## src/hw/rtl/mss_pkg.sv

```systemverilog
`timescale 1ns / 1ps

package mss_pkg;

  localparam int unsigned TIME_BITS_DEF = 32;

  localparam int unsigned OP_W     = 3;
  localparam int unsigned NOW_W    = 32;
  localparam int unsigned MINUTE_W = 11;
  localparam int unsigned CODE_W   = 3;
  localparam int unsigned RETRY_W  = 4;
  localparam int unsigned SEC_W    = 14;
  localparam int unsigned IVL_W    = 24;
  localparam int unsigned TMO_W    = 32;
  localparam int unsigned CFG_IDX_W  = 3;
  localparam int unsigned CFG_DATA_W = 32;

  // Remaining ms at or above this saturate the seconds output.
  localparam int unsigned SEC_LIMIT_MS = 16384 * 1000;
  localparam int unsigned MS_W         = 24;
  localparam logic [SEC_W-1:0] SEC_MAX = '1;

  // x / 1000 == (x * DIV_RECIP) >> DIV_SHIFT for x < SEC_LIMIT_MS
  localparam int unsigned DIV_SHIFT  = 34;
  localparam int unsigned RECIP_W    = 25;
  localparam logic [RECIP_W-1:0] DIV_RECIP = 25'd17179870;

  localparam logic [CFG_IDX_W-1:0] CFG_INTERVAL     = 3'd0;
  localparam logic [CFG_IDX_W-1:0] CFG_WINDOW_START = 3'd1;
  localparam logic [CFG_IDX_W-1:0] CFG_WINDOW_END   = 3'd2;
  localparam logic [CFG_IDX_W-1:0] CFG_WAIT_TIMEOUT = 3'd3;
  localparam logic [CFG_IDX_W-1:0] CFG_MAX_RETRIES  = 3'd4;

  localparam logic [IVL_W-1:0]    RST_INTERVAL     = 24'd1800000;
  localparam logic [MINUTE_W-1:0] RST_WINDOW_START = 11'd360;
  localparam logic [MINUTE_W-1:0] RST_WINDOW_END   = 11'd1320;
  localparam logic [TMO_W-1:0]    RST_WAIT_TIMEOUT = 32'd300000;
  localparam logic [RETRY_W-1:0]  RST_MAX_RETRIES  = 4'd3;

  localparam logic [CODE_W-1:0] CODE_IDLE = 3'd0;
  localparam logic [CODE_W-1:0] CODE_WAIT = 3'd1;
  localparam logic [CODE_W-1:0] CODE_MEAS = 3'd2;
  localparam logic [CODE_W-1:0] CODE_STAB = 3'd3;
  localparam logic [CODE_W-1:0] CODE_XMIT = 3'd4;

  typedef enum logic [OP_W-1:0] {
    OP_TICK       = 3'd0,
    OP_COMPLETE   = 3'd1,
    OP_FAILED     = 3'd2,
    OP_FORCE      = 3'd3,
    OP_RESCHEDULE = 3'd4
  } op_t;

  typedef enum logic [3:0] {
    ST_IDLE = 4'b0001,
    ST_WAIT = 4'b0010,
    ST_MEAS = 4'b0100,
    ST_XMIT = 4'b1000
  } state_t;

  typedef struct packed {
    logic            due;
    logic            sat;
    logic [MS_W-1:0] ms;
  } sec_req_t;

  function automatic logic [CODE_W-1:0] state_code(state_t st);
    logic [CODE_W-1:0] code;
    unique case (st)
      ST_IDLE: code = CODE_IDLE;
      ST_WAIT: code = CODE_WAIT;
      ST_MEAS: code = CODE_MEAS;
      ST_XMIT: code = CODE_XMIT;
      default: code = CODE_IDLE;
    endcase
    return code;
  endfunction

endpackage

```

## src/hw/rtl/mss_if.sv

```systemverilog
`timescale 1ns / 1ps

interface mss_item_if;
  logic                         valid;
  logic                         ready;
  logic [mss_pkg::OP_W-1:0]     operation;
  logic [mss_pkg::NOW_W-1:0]    now_ms;
  logic                         time_valid;
  logic [mss_pkg::MINUTE_W-1:0] minute_of_day;
  logic                         finger_present;

  modport source (output valid, operation, now_ms, time_valid, minute_of_day,
                  finger_present, input ready);
  modport sink (input valid, operation, now_ms, time_valid, minute_of_day,
                finger_present, output ready);
endinterface

interface mss_result_if;
  logic                       valid;
  logic                       ready;
  logic [mss_pkg::CODE_W-1:0]  session_state;
  logic                       start_sensor;
  logic                       timeout_notice;
  logic                       skipped_outside_window;
  logic [mss_pkg::RETRY_W-1:0] retry_count;
  logic [mss_pkg::SEC_W-1:0]   seconds_until_next;

  modport source (output valid, session_state, start_sensor, timeout_notice,
                  skipped_outside_window, retry_count, seconds_until_next,
                  input ready);
  modport sink (input valid, session_state, start_sensor, timeout_notice,
                skipped_outside_window, retry_count, seconds_until_next,
                output ready);
endinterface

interface mss_cfg_if;
  logic                           valid;
  logic                           ready;
  logic [mss_pkg::CFG_IDX_W-1:0]  index;
  logic [mss_pkg::CFG_DATA_W-1:0] data;

  modport source (output valid, index, data, input ready);
  modport sink (input valid, index, data, output ready);
endinterface

```

## src/hw/rtl/mss_sec_div.sv

```systemverilog
`timescale 1ns / 1ps

module mss_sec_div (
  input  logic                      clk,
  input  logic                      load,
  input  mss_pkg::sec_req_t         req,
  output logic [mss_pkg::SEC_W-1:0] secs
);

  localparam int unsigned PROD_W = mss_pkg::MS_W + mss_pkg::RECIP_W;

  logic [PROD_W-1:0]         prod;
  logic [mss_pkg::SEC_W-1:0] quot;

  assign prod = PROD_W'(req.ms) * PROD_W'(mss_pkg::DIV_RECIP);
  assign quot = prod[mss_pkg::DIV_SHIFT +: mss_pkg::SEC_W];

  always_ff @(posedge clk) begin
    if (load) begin
      priority if (req.due) begin
        secs <= '0;
      end else if (req.sat) begin
        secs <= mss_pkg::SEC_MAX;
      end else begin
        secs <= quot;
      end
    end
  end

endmodule

```

## src/hw/rtl/measurement_session_sequencer.sv

```systemverilog
`timescale 1ns / 1ps
// Request path: an accepted request is captured in the input register, then passes
// the state update register and the divide-by-1000 register, which drives the result.
// Throughput: one request per cycle; each stage holds only while the next is full.
// Reset (rst, synchronous): idle state, times and retry count zero, pipeline
// empty, configuration registers back to their default values.

module measurement_session_sequencer #(
  parameter int unsigned TIME_BITS = mss_pkg::TIME_BITS_DEF
) (
  input logic          clk,
  input logic          rst,
  mss_item_if.sink     item,
  mss_result_if.source result,
  mss_cfg_if.sink      cfg
);

  localparam int unsigned TW = TIME_BITS;
  localparam int unsigned CW = (TW > mss_pkg::TMO_W) ? TW : mss_pkg::TMO_W;
  localparam int unsigned SW = (TW > mss_pkg::MS_W + 1) ? TW : mss_pkg::MS_W + 1;

  // configuration
  logic [mss_pkg::IVL_W-1:0]    interval;
  logic [mss_pkg::MINUTE_W-1:0] win_start;
  logic [mss_pkg::MINUTE_W-1:0] win_end;
  logic [mss_pkg::TMO_W-1:0]    wait_tmo;
  logic [mss_pkg::RETRY_W-1:0]  max_retries;

  // input stage
  logic                         v0;
  mss_pkg::op_t                 op0;
  logic [TW-1:0]                now0;
  logic                         tvalid0;
  logic [mss_pkg::MINUTE_W-1:0] minute0;
  logic                         finger0;

  // session state
  mss_pkg::state_t             st, st_next;
  logic [TW-1:0]               entry;
  logic [TW-1:0]               due, due_next;
  logic [mss_pkg::RETRY_W-1:0] retry, retry_next;

  // result stage one
  logic                        v1;
  logic [mss_pkg::CODE_W-1:0]  code1;
  logic                        start1, tmo1, skip1;
  logic [mss_pkg::RETRY_W-1:0] retry1;
  mss_pkg::sec_req_t           req1;

  // result stage two
  logic                        v2;
  logic [mss_pkg::CODE_W-1:0]  code2;
  logic                        start2, tmo2, skip2;
  logic [mss_pkg::RETRY_W-1:0] retry2;
  logic [mss_pkg::SEC_W-1:0]   secs2;

  logic r0, r1, r2;
  logic [CW-1:0] now_ext, ivl_ext;
  logic [TW-1:0] ivl_t, sched_val, back_cur, elapsed, rem, back;
  logic [SW-1:0] rem_ext;
  logic due_cur, timed_out, in_win, sched;
  logic start_c, tmo_c, skip_c;

  assign r2 = !v2 || result.ready;
  assign r1 = !v1 || r2;
  assign r0 = !v0 || r1;
  assign item.ready = r0;
  assign cfg.ready  = 1'b1;

  assign now_ext = CW'(item.now_ms);
  assign ivl_ext = CW'(interval);
  assign ivl_t   = ivl_ext[TW-1:0];

  assign sched_val = now0 + ivl_t;
  assign back_cur  = now0 - due;
  assign due_cur   = !back_cur[TW-1];
  assign elapsed   = now0 - entry;
  assign timed_out = CW'(elapsed) > CW'(wait_tmo);

  always_comb begin
    if (!tvalid0 || win_start == win_end) begin
      in_win = 1'b1;
    end else if (win_start < win_end) begin
      in_win = (minute0 >= win_start) && (minute0 < win_end);
    end else begin
      in_win = (minute0 >= win_start) || (minute0 < win_end);
    end
  end

  always_comb begin
    st_next    = st;
    retry_next = retry;
    sched      = 1'b0;
    start_c    = 1'b0;
    tmo_c      = 1'b0;
    skip_c     = 1'b0;
    unique case (op0)
      mss_pkg::OP_TICK: begin
        if (st == mss_pkg::ST_IDLE) begin
          if (due_cur) begin
            if (!in_win) begin
              sched  = 1'b1;
              skip_c = 1'b1;
            end else begin
              retry_next = '0;
              st_next    = mss_pkg::ST_WAIT;
            end
          end
        end else if (st == mss_pkg::ST_WAIT) begin
          if (timed_out) begin
            tmo_c   = 1'b1;
            sched   = 1'b1;
            st_next = mss_pkg::ST_IDLE;
          end else if (finger0) begin
            start_c = 1'b1;
            st_next = mss_pkg::ST_MEAS;
          end
        end
      end
      mss_pkg::OP_COMPLETE: begin
        retry_next = '0;
        st_next    = mss_pkg::ST_XMIT;
      end
      mss_pkg::OP_FAILED: begin
        if (retry < max_retries) begin
          retry_next = retry + mss_pkg::RETRY_W'(1);
          st_next    = mss_pkg::ST_WAIT;
        end else begin
          retry_next = '0;
          sched      = 1'b1;
          st_next    = mss_pkg::ST_IDLE;
        end
      end
      mss_pkg::OP_FORCE: begin
        st_next = mss_pkg::ST_WAIT;
      end
      mss_pkg::OP_RESCHEDULE: begin
        sched = 1'b1;
      end
      default: begin
      end
    endcase
  end

  // after a reschedule the due time sits exactly one interval ahead
  assign due_next = sched ? sched_val : due;
  assign rem      = sched ? ivl_t : due - now0;
  assign back     = sched ? -ivl_t : back_cur;
  assign rem_ext  = SW'(rem);

  always_ff @(posedge clk) begin
    if (rst) begin
      interval    <= mss_pkg::RST_INTERVAL;
      win_start   <= mss_pkg::RST_WINDOW_START;
      win_end     <= mss_pkg::RST_WINDOW_END;
      wait_tmo    <= mss_pkg::RST_WAIT_TIMEOUT;
      max_retries <= mss_pkg::RST_MAX_RETRIES;
    end else if (cfg.valid) begin
      unique case (cfg.index)
        mss_pkg::CFG_INTERVAL:     interval    <= cfg.data[mss_pkg::IVL_W-1:0];
        mss_pkg::CFG_WINDOW_START: win_start   <= cfg.data[mss_pkg::MINUTE_W-1:0];
        mss_pkg::CFG_WINDOW_END:   win_end     <= cfg.data[mss_pkg::MINUTE_W-1:0];
        mss_pkg::CFG_WAIT_TIMEOUT: wait_tmo    <= cfg.data[mss_pkg::TMO_W-1:0];
        mss_pkg::CFG_MAX_RETRIES:  max_retries <= cfg.data[mss_pkg::RETRY_W-1:0];
        default: begin
        end
      endcase
    end
  end

  always_ff @(posedge clk) begin
    if (rst) begin
      v0 <= 1'b0;
    end else if (r0) begin
      v0 <= item.valid;
    end
  end

  always_ff @(posedge clk) begin
    if (r0 && item.valid) begin
      op0     <= mss_pkg::op_t'(item.operation);
      now0    <= now_ext[TW-1:0];
      tvalid0 <= item.time_valid;
      minute0 <= item.minute_of_day;
      finger0 <= item.finger_present;
    end
  end

  always_ff @(posedge clk) begin
    if (rst) begin
      st    <= mss_pkg::ST_IDLE;
      entry <= '0;
      due   <= '0;
      retry <= '0;
      v1    <= 1'b0;
    end else begin
      if (r1) begin
        v1 <= v0;
      end
      if (r1 && v0) begin
        st    <= st_next;
        due   <= due_next;
        retry <= retry_next;
        if (st_next != st) begin
          entry <= now0;
        end
      end
    end
  end

  always_ff @(posedge clk) begin
    if (r1 && v0) begin
      code1    <= mss_pkg::state_code(st_next);
      start1   <= start_c;
      tmo1     <= tmo_c;
      skip1    <= skip_c;
      retry1   <= retry_next;
      req1.due <= !back[TW-1];
      req1.sat <= rem_ext >= SW'(mss_pkg::SEC_LIMIT_MS);
      req1.ms  <= rem_ext[mss_pkg::MS_W-1:0];
    end
  end

  always_ff @(posedge clk) begin
    if (rst) begin
      v2 <= 1'b0;
    end else if (r2) begin
      v2 <= v1;
    end
  end

  always_ff @(posedge clk) begin
    if (r2 && v1) begin
      code2  <= code1;
      start2 <= start1;
      tmo2   <= tmo1;
      skip2  <= skip1;
      retry2 <= retry1;
    end
  end

  mss_sec_div u_sec_div (
    .clk  (clk),
    .load (r2 && v1),
    .req  (req1),
    .secs (secs2)
  );

  assign result.valid                  = v2;
  assign result.session_state          = code2;
  assign result.start_sensor           = start2;
  assign result.timeout_notice         = tmo2;
  assign result.skipped_outside_window = skip2;
  assign result.retry_count            = retry2;
  assign result.seconds_until_next     = secs2;

endmodule

```

## src/flat_wrapper.sv

```systemverilog
// flat-port wrapper written by rule: the top's interface ports become plain ports
module measurement_session_sequencer_flat 
#(
  parameter int unsigned TIME_BITS = mss_pkg::TIME_BITS_DEF
)
  (clk, rst, item_valid, item_operation, item_now_ms, item_time_valid, item_minute_of_day, item_finger_present, item_ready, result_valid, result_session_state, result_start_sensor, result_timeout_notice, result_skipped_outside_window, result_retry_count, result_seconds_until_next, result_ready, cfg_valid, cfg_index, cfg_data, cfg_ready);
  mss_item_if item_i ();
  mss_result_if result_i ();
  mss_cfg_if cfg_i ();
  input logic clk;
  input logic rst;
  input wire logic [$bits(item_i.valid)-1:0] item_valid;
  input wire logic [$bits(item_i.operation)-1:0] item_operation;
  input wire logic [$bits(item_i.now_ms)-1:0] item_now_ms;
  input wire logic [$bits(item_i.time_valid)-1:0] item_time_valid;
  input wire logic [$bits(item_i.minute_of_day)-1:0] item_minute_of_day;
  input wire logic [$bits(item_i.finger_present)-1:0] item_finger_present;
  output wire logic [$bits(item_i.ready)-1:0] item_ready;
  output wire logic [$bits(result_i.valid)-1:0] result_valid;
  output wire logic [$bits(result_i.session_state)-1:0] result_session_state;
  output wire logic [$bits(result_i.start_sensor)-1:0] result_start_sensor;
  output wire logic [$bits(result_i.timeout_notice)-1:0] result_timeout_notice;
  output wire logic [$bits(result_i.skipped_outside_window)-1:0] result_skipped_outside_window;
  output wire logic [$bits(result_i.retry_count)-1:0] result_retry_count;
  output wire logic [$bits(result_i.seconds_until_next)-1:0] result_seconds_until_next;
  input wire logic [$bits(result_i.ready)-1:0] result_ready;
  input wire logic [$bits(cfg_i.valid)-1:0] cfg_valid;
  input wire logic [$bits(cfg_i.index)-1:0] cfg_index;
  input wire logic [$bits(cfg_i.data)-1:0] cfg_data;
  output wire logic [$bits(cfg_i.ready)-1:0] cfg_ready;
  assign item_i.valid = item_valid;
  assign item_i.operation = item_operation;
  assign item_i.now_ms = item_now_ms;
  assign item_i.time_valid = item_time_valid;
  assign item_i.minute_of_day = item_minute_of_day;
  assign item_i.finger_present = item_finger_present;
  assign item_ready = item_i.ready;
  assign result_valid = result_i.valid;
  assign result_session_state = result_i.session_state;
  assign result_start_sensor = result_i.start_sensor;
  assign result_timeout_notice = result_i.timeout_notice;
  assign result_skipped_outside_window = result_i.skipped_outside_window;
  assign result_retry_count = result_i.retry_count;
  assign result_seconds_until_next = result_i.seconds_until_next;
  assign result_i.ready = result_ready;
  assign cfg_i.valid = cfg_valid;
  assign cfg_i.index = cfg_index;
  assign cfg_i.data = cfg_data;
  assign cfg_ready = cfg_i.ready;
  measurement_session_sequencer #(.TIME_BITS(TIME_BITS)) u_core (.clk(clk), .rst(rst), .item(item_i), .result(result_i), .cfg(cfg_i));
endmodule
```

## config.mk

```make
export PLATFORM = sky130hd
export DESIGN_NAME = measurement_session_sequencer_flat
export DESIGN_NICKNAME = d
export VERILOG_FILES = /design/src/hw/rtl/mss_pkg.sv /design/src/hw/rtl/mss_if.sv /design/src/hw/rtl/mss_sec_div.sv /design/src/hw/rtl/measurement_session_sequencer.sv /design/src/flat_wrapper.sv
export SDC_FILE = /design/constraint.sdc
export NUM_CORES = 1
export LEC_CHECK = 0
export BUFFER_PORTS_ARGS = -buffer_cell sky130_fd_sc_hd__clkbuf_2
export CAP_MARGIN = 20
export CORE_ASPECT_RATIO = 1.1
export CORE_MARGIN = 2
export CORE_UTILIZATION = 55
export CTS_BUF_LIST = sky130_fd_sc_hd__clkbuf_8
export DETAILED_ROUTE_END_ITERATION = 10
export PLACE_DENSITY = 0.72
export SETUP_SLACK_MARGIN = 0.02
export SLEW_MARGIN = 30
export SYNTH_ARGS = -nofsm -noshare
export SYNTH_HDL_FRONTEND = slang
export SYNTH_SLANG_ARGS = --single-unit
export TNS_END_PERCENT = 10
```

## constraint.sdc

```tcl
create_clock -name clk -period 9.1 [get_ports clk]
set_input_delay 1.82 -clock clk [delete_from_list [all_inputs] [get_ports clk]]
set_output_delay 1.82 -clock clk [all_outputs]
set_load 0.05 [all_outputs]
```

### Word level (Yosys, flattened, before mapping)

Cells that the tools add are included.

| word-level totals | value |
|---|---|
| output and inout port bits | 27 |
| input bits | 88 |
| logic and storage cells | 114 |
| flip-flop bits (word level) | 265 |

| operators by class | value |
|---|---|
| reduce and logical (&&, ||, !) cells | 26 |
| equality and inequality tests | 15 |
| $add $sub $neg | 6 |
| multiplexer cells | 27 |
| order comparisons | 6 |
| bitwise gates (word level) | 2 |
| $mul | 1 |

Operators by type and width:

| operator | count |
|---|---|
| subtractor 32 bit | 3 |
| two-way mux 32 bit | 2 |
| multiplier 24 x 24 -> 47 bit, second input constant | 1 |
| two-way mux 4 bit | 10 |
| adder 32 x 24 -> 32 bit | 1 |
| greater-or-equal comparator 32 x 24 -> 1 bit, second input constant | 1 |
| greater-than comparator 32 bit | 1 |
| negator 24 -> 32 bit | 1 |
| < comparator 11 bit | 2 |
| one-hot mux 4 bit (4 select lines) | 1 |
| AND reduction 2 bit | 8 |
| two-way mux 14 bit | 1 |
| equality test 3 x 2 -> 1 bit, second input constant | 4 |
| one-hot mux 4 bit (3 select lines) | 1 |
| equality test 11 bit | 1 |
| greater-or-equal comparator 11 bit | 1 |
| two-way mux 1 bit | 9 |
| one-hot mux 3 bit (3 select lines) | 1 |
| equality test 4 x 2 -> 1 bit, second input constant | 2 |
| equality test 3 x 1 -> 1 bit, second input constant | 2 |
| equality test 3 bit, second input constant | 2 |
| zero test 3 bit | 2 |
| zero test 1 bit | 5 |
| logical OR 1 bit | 5 |
| other kinds (12) | 16 |

### Longest topological paths before layout

| depth | value |
|---|---|
| depth in word-level cells | 10 |
| mapped depth | 25 |
| depth with buffers taken out | 23 |

### By module

Synthesis repeated with hierarchy kept, for this count alone.

| second synthesis, totals | value |
|---|---|
| cell total of the unflattened synthesis | 2876 |
| area, all modules | 25896.1 um2 |

Modules (own cells, without submodules):

| module | instances | seq. area each (um2) | cells each | area an instance (um2) |
|---|---|---|---|---|
| measurement_session_sequencer | 1 | 5965.7 | 1897 | 16338.2 |
| mss_sec_div | 1 | 420.4 | 979 | 9557.9 |

### Worst setup path before layout

No wires, ideal clock.

| timing path | value |
|---|---|
| kind | reg-to-reg |
| from | register u_core.req1[22] (netlist bit) |
| to | register u_core.u_sec_div.secs[11] (netlist bit) (data pin) |
| stages on the path, launching flop included | 24 |
| period minus slack after synthesis | 6.549 ns |
| arrival time | 6.284 ns |
| slack | 2.551 ns |
| path buffers | 0 |
| library setup time | 0.265 ns |
| required time | 8.835 ns |
| cell sequence | edfxtp_1 inv_1 ha_1 fa_1 inv_1 ha_1 inv_1 fa_1 inv_1 fa_1 inv_1 fa_1 inv_1 fa_1 ha_1 a222oi_1 nand2_1 a211oi_1 o211ai_1 a211oi_1 o21ai_1 a2111oi_0 o21ai_0 nor4bb_1 |

| on the way | value |
|---|---|
| word-level cells in the longest chain between the ends | 2 |

Ends and longest elaborated chain:

| element | RTL line | text |
|---|---|---|
| from (decl) | measurement_session_sequencer.sv:48 | `mss_pkg::sec_req_t req1;` |
| multiplier 24 x 24 -> 47 bit | mss_sec_div.sv:15 | `assign prod = PROD_W'(req.ms) * PROD_W'(mss_pkg::DIV_RECIP);` |
| two-way mux 14 bit | mss_sec_div.sv:22 | `end else if (req.sat) begin` |
| to (signal assigned) | mss_sec_div.sv:23 | `secs <= mss_pkg::SEC_MAX;` |
| to (signal assigned) | mss_sec_div.sv:25 | `secs <= quot;` |
| to (decl) | mss_sec_div.sv:7 | `output logic [mss_pkg::SEC_W-1:0] secs` |

No other way between the ends.
A chain may end at the register's enable or synchronous reset.

### Worst setup path after layout

Same ends and word-level chain as after synthesis.

==> flow_metrics.py <==
metrics = {
    "clock_network": {
        "cts_tree": "done",
        "cts_hold_buf": 0,
        "postCtsResizedCells": 0,
        "clkSinkCount": 265,
        "numCtsBuffers": 43,
        "clock_path_buffers": 3,
        "cts.htree.levels": 2,
        "cts-root-buf": "clkbuf_8",
        "clk_latency_ns": 0.60,
        "cts_setup_buffers": 0,
        "clk_pin_slew_ns": 0.06,
    },
    "timing": {
        "fmax_mhz": 133.3,
        "tns_ns": 0,
        "finalMaxSlewViolations": 0,
        "skew_ns": 0.03822,
        "setup_viol": 0,
        "fin_crit_ns": 7.503,
        "tightest_slew_ns": 0.9683,
        "final_hold_viol_count": 0,
        "slew_headroom_pct": 34.85,
        "rsz0062_at_grt": "false",
        "finalCritPeriodShare_pct": 82.45,
    },
    "place": {
        "hpwl_um": 48340,
        "port_buffers": 113,
        "gp_congestion": 0.9646,
    },
    "detailed_routing": {
        "viasPerCell": 5.610,
        "detail-route-antenna-nets": 0,
        "drcViolationCount": 0,
        "dr_total_vias": 19580,
        "drtIter0Drc": 1093,
        "wirelength_um": 60310,
        "wl_per_cell_um": 17.29,
        "dr.pass1.iters": 5,
    },
    "synthesis": {
        "syn_avg_cell_area_sq_um": 9.174,
        "synth_most_common_cell": "inv_1",
        "post-synth-top-area-fraction_pct": 21.73,
        "netlist_top_cells_count": "457 x inv_1, 440 x ha_1, 323 x nand2_1",
        "async_flop_share_pct": 0,
        "synth_edf_count": 108,
        "synthCells": 2762,
        "yosysWarnings": 0,
        "ys_top_cells_by_area": "ha_1 22%, fa_1 14%, edfxtp_1 13%",
        "synthFlopType": "dfxtp_1",
        "synth_seq_cells": 265,
        "synth_cell_types": 89,
        "netlist_area_sq_um": 25340,
        "ys_seq_area_share_pct": 25.20,
        "synth.net_count": 3468,
        "post-synth-top-area-cell": "ha_1",
    },
    "setup_path": {
        "start_kind": "register",
        "cp_max_fo": 10,
        "endpoint_kind": "register",
        "crit-reg2reg-capture": "u_core.u_sec_div.secs[11]",
        "path_class": "reg2reg",
        "rrSetupSlack_ns": 1.60,
        "r2r-start": "u_core.req1[22]",
        "worst_ep_required_time_ns": 9.49,
        "reg2reg_depth": 23,
        "arrival_ns": 7.89,
    },
    "worst_hold_path": {
        "min_from": "u_core.tmo1",
        "hold_depth": 0,
        "hold_path_class": "reg2reg",
        "hold_end": "u_core.result.timeout_notice",
    },
    "power_and_ir_drop": {
        "peakVddDrop_uv": 284.2,
        "powerDensity_nw_per_um2": 254.9,
        "leakage_nw": 12.77,
        "fin_total_pwr_mw": 6.994,
    },
    "cells_and_area": {
        "n_fill_cell": 3985,
        "final_layout_size_suffix_gt1_share_pct": 7.997,
        "multi_input_area_sq_um": 16980,
        "areaGrowthSynthToFinish_pct": 8.281,
        "layout.nets": 3572,
        "diodes": 0,
        "final_util_pct": 60.23,
        "regArea_sq_um": 6386,
    },
    "global_routing": {
        "grt.total_usage_pct": 25.88,
        "antenna_found_initial": 0,
        "use_met3_pct": 2.290,
        "grt_pass1_vias": 20580,
        "grt_start_max_net_pins": 79,
        "use_met1_pct": 32.51,
        "gr-max-usage-layer": "met2",
        "overflow": 0,
        "grt_pass1_wl_um": 100500,
        "use_met2_pct": 45.65,
    },
    "floorplanning": {
        "num_io_pins": 115,
        "start_util_pct": 55.63,
        "num_rows": 82,
        "die_w_um": 208.7,
        "core_sq_um": 45550,
        "die_h_um": 229.1,
        "die_area_sq_um": 47810,
    },
    "job": {
        "maxCapViolCount": 0,
    },
    "outcome": {
        "status": "complete, no violations",
    },
}
metrics by stage:
| step | hold slack, ns | std cells | setup WS [ns] | cell area [sq um] |
|---|---|---|---|---|
| after floorplan | 0.4003 | 2762 | 2.551 | 25340 |
| after global placement | 0.4069 | 3407 | 1.683 | 26470 |
| after detailed placement | 0.4045 | 3409 | 1.383 | 26520 |
| after CTS | 0.4191 | 3489 | 1.352 | 27430 |
| after global routing | 0.4369 | 3489 | 0.9385 | 27440 |
| final | 0.4197 | 3489 | 1.597 | 27440 |
critical path: stages, from the launching register on:
cell and delay (ns):
edfxtp_1 0.63, inv_1 0.09, ha_1 0.38, fa_1 0.56
inv_1 0.04, ha_1 0.26, inv_1 0.05, fa_1 0.50
inv_1 0.06, fa_1 0.48, inv_1 0.06, fa_1 0.53
inv_1 0.06, fa_1 0.49, ha_1 0.34, a222oi_1 0.31
nand2_1 0.10, a211oi_1 0.22, o211ai_1 0.26, a211oi_1 0.46
o21ai_1 0.27, a2111oi_1 0.69, nor4_1 0.15, nor4bb_1 0.32
metal layers:
layer  vias to the layer above  share of wire, %  wire, um
met3                       143               3.9      2364
met1                      9385                43     25910
met2                       440                49     29430
li1                       9607                 -         -
met5                         -                 0         0
met4                         0               4.3      2607
area by class of cell:
class                      instances  area share (%)
inverter                         460           6.293
clock inverter                    27          0.6430
multi-input combinational       1969           61.89
clock buffer                      53           2.659
timing repair buffer             127           2.554
sequential                       265           23.28
tap                              588           2.681
layout by cell type, fill, tap and decap left out, types with 37 or more instances in the layout:
cell type	n
inv_1	473
nor2_1	116
clkbuf_2	112
mux2i_1	50
a21o_1	44
nand3_1	41
edfxtp_1	108
clkbuf_8	53
ha_1	440
a21oi_1	212
xnor2_1	46
o21ai_0	67
fa_1	178
dfxtp_1	157
nand2_1	323
xor2_1	37
kinds of logic after synthesis:
kind of cell | synth area share (%)
compound gates | 13.58
xor+xnor | 2.869
fa+ha+maj | 35.79
buf+inv | 8.014
flops | 25.20
mux | 2.286
other cells | 0.01480
simple gates | 12.25
power breakdown:
part,total [mW],switching [mW],internal (mW)
Sequential,1.42,0.101,1.32
Clock,1.08,0.494,0.588
Combinational,4.49,2.59,1.91
Total,6.99,3.18,3.81
how the worst max path moves through the flow:
stage	cells after the start	from	end
detailed placement	23	u_core.req1[22]	u_core.u_sec_div.secs[11]
floorplan	23	u_core.req1[22]	u_core.u_sec_div.secs[11]
global route	23	u_core.req1[22]	u_core.u_sec_div.secs[11]
global placement	23	u_core.req1[22]	u_core.u_sec_div.secs[11]
CTS	23	u_core.req1[22]	u_core.u_sec_div.secs[11]
finish	23	u_core.req1[22]	u_core.u_sec_div.secs[11]
state kept, by name (all words and copies together), names as in the netlist, 11 cells and up:
| register | flops |
|---|---|
| u_core.win_start | 11 |
| u_core.wait_tmo | 32 |
| u_core.due | 32 |
| u_core.entry | 32 |
| u_core.interval | 24 |
| u_core.minute0 | 11 |
| u_core.u_sec_div.secs | 14 |
| u_core.req1 | 26 |
| u_core.win_end | 11 |
| u_core.now0 | 32 |
Note: power is estimated with default switching activity, not from simulation.
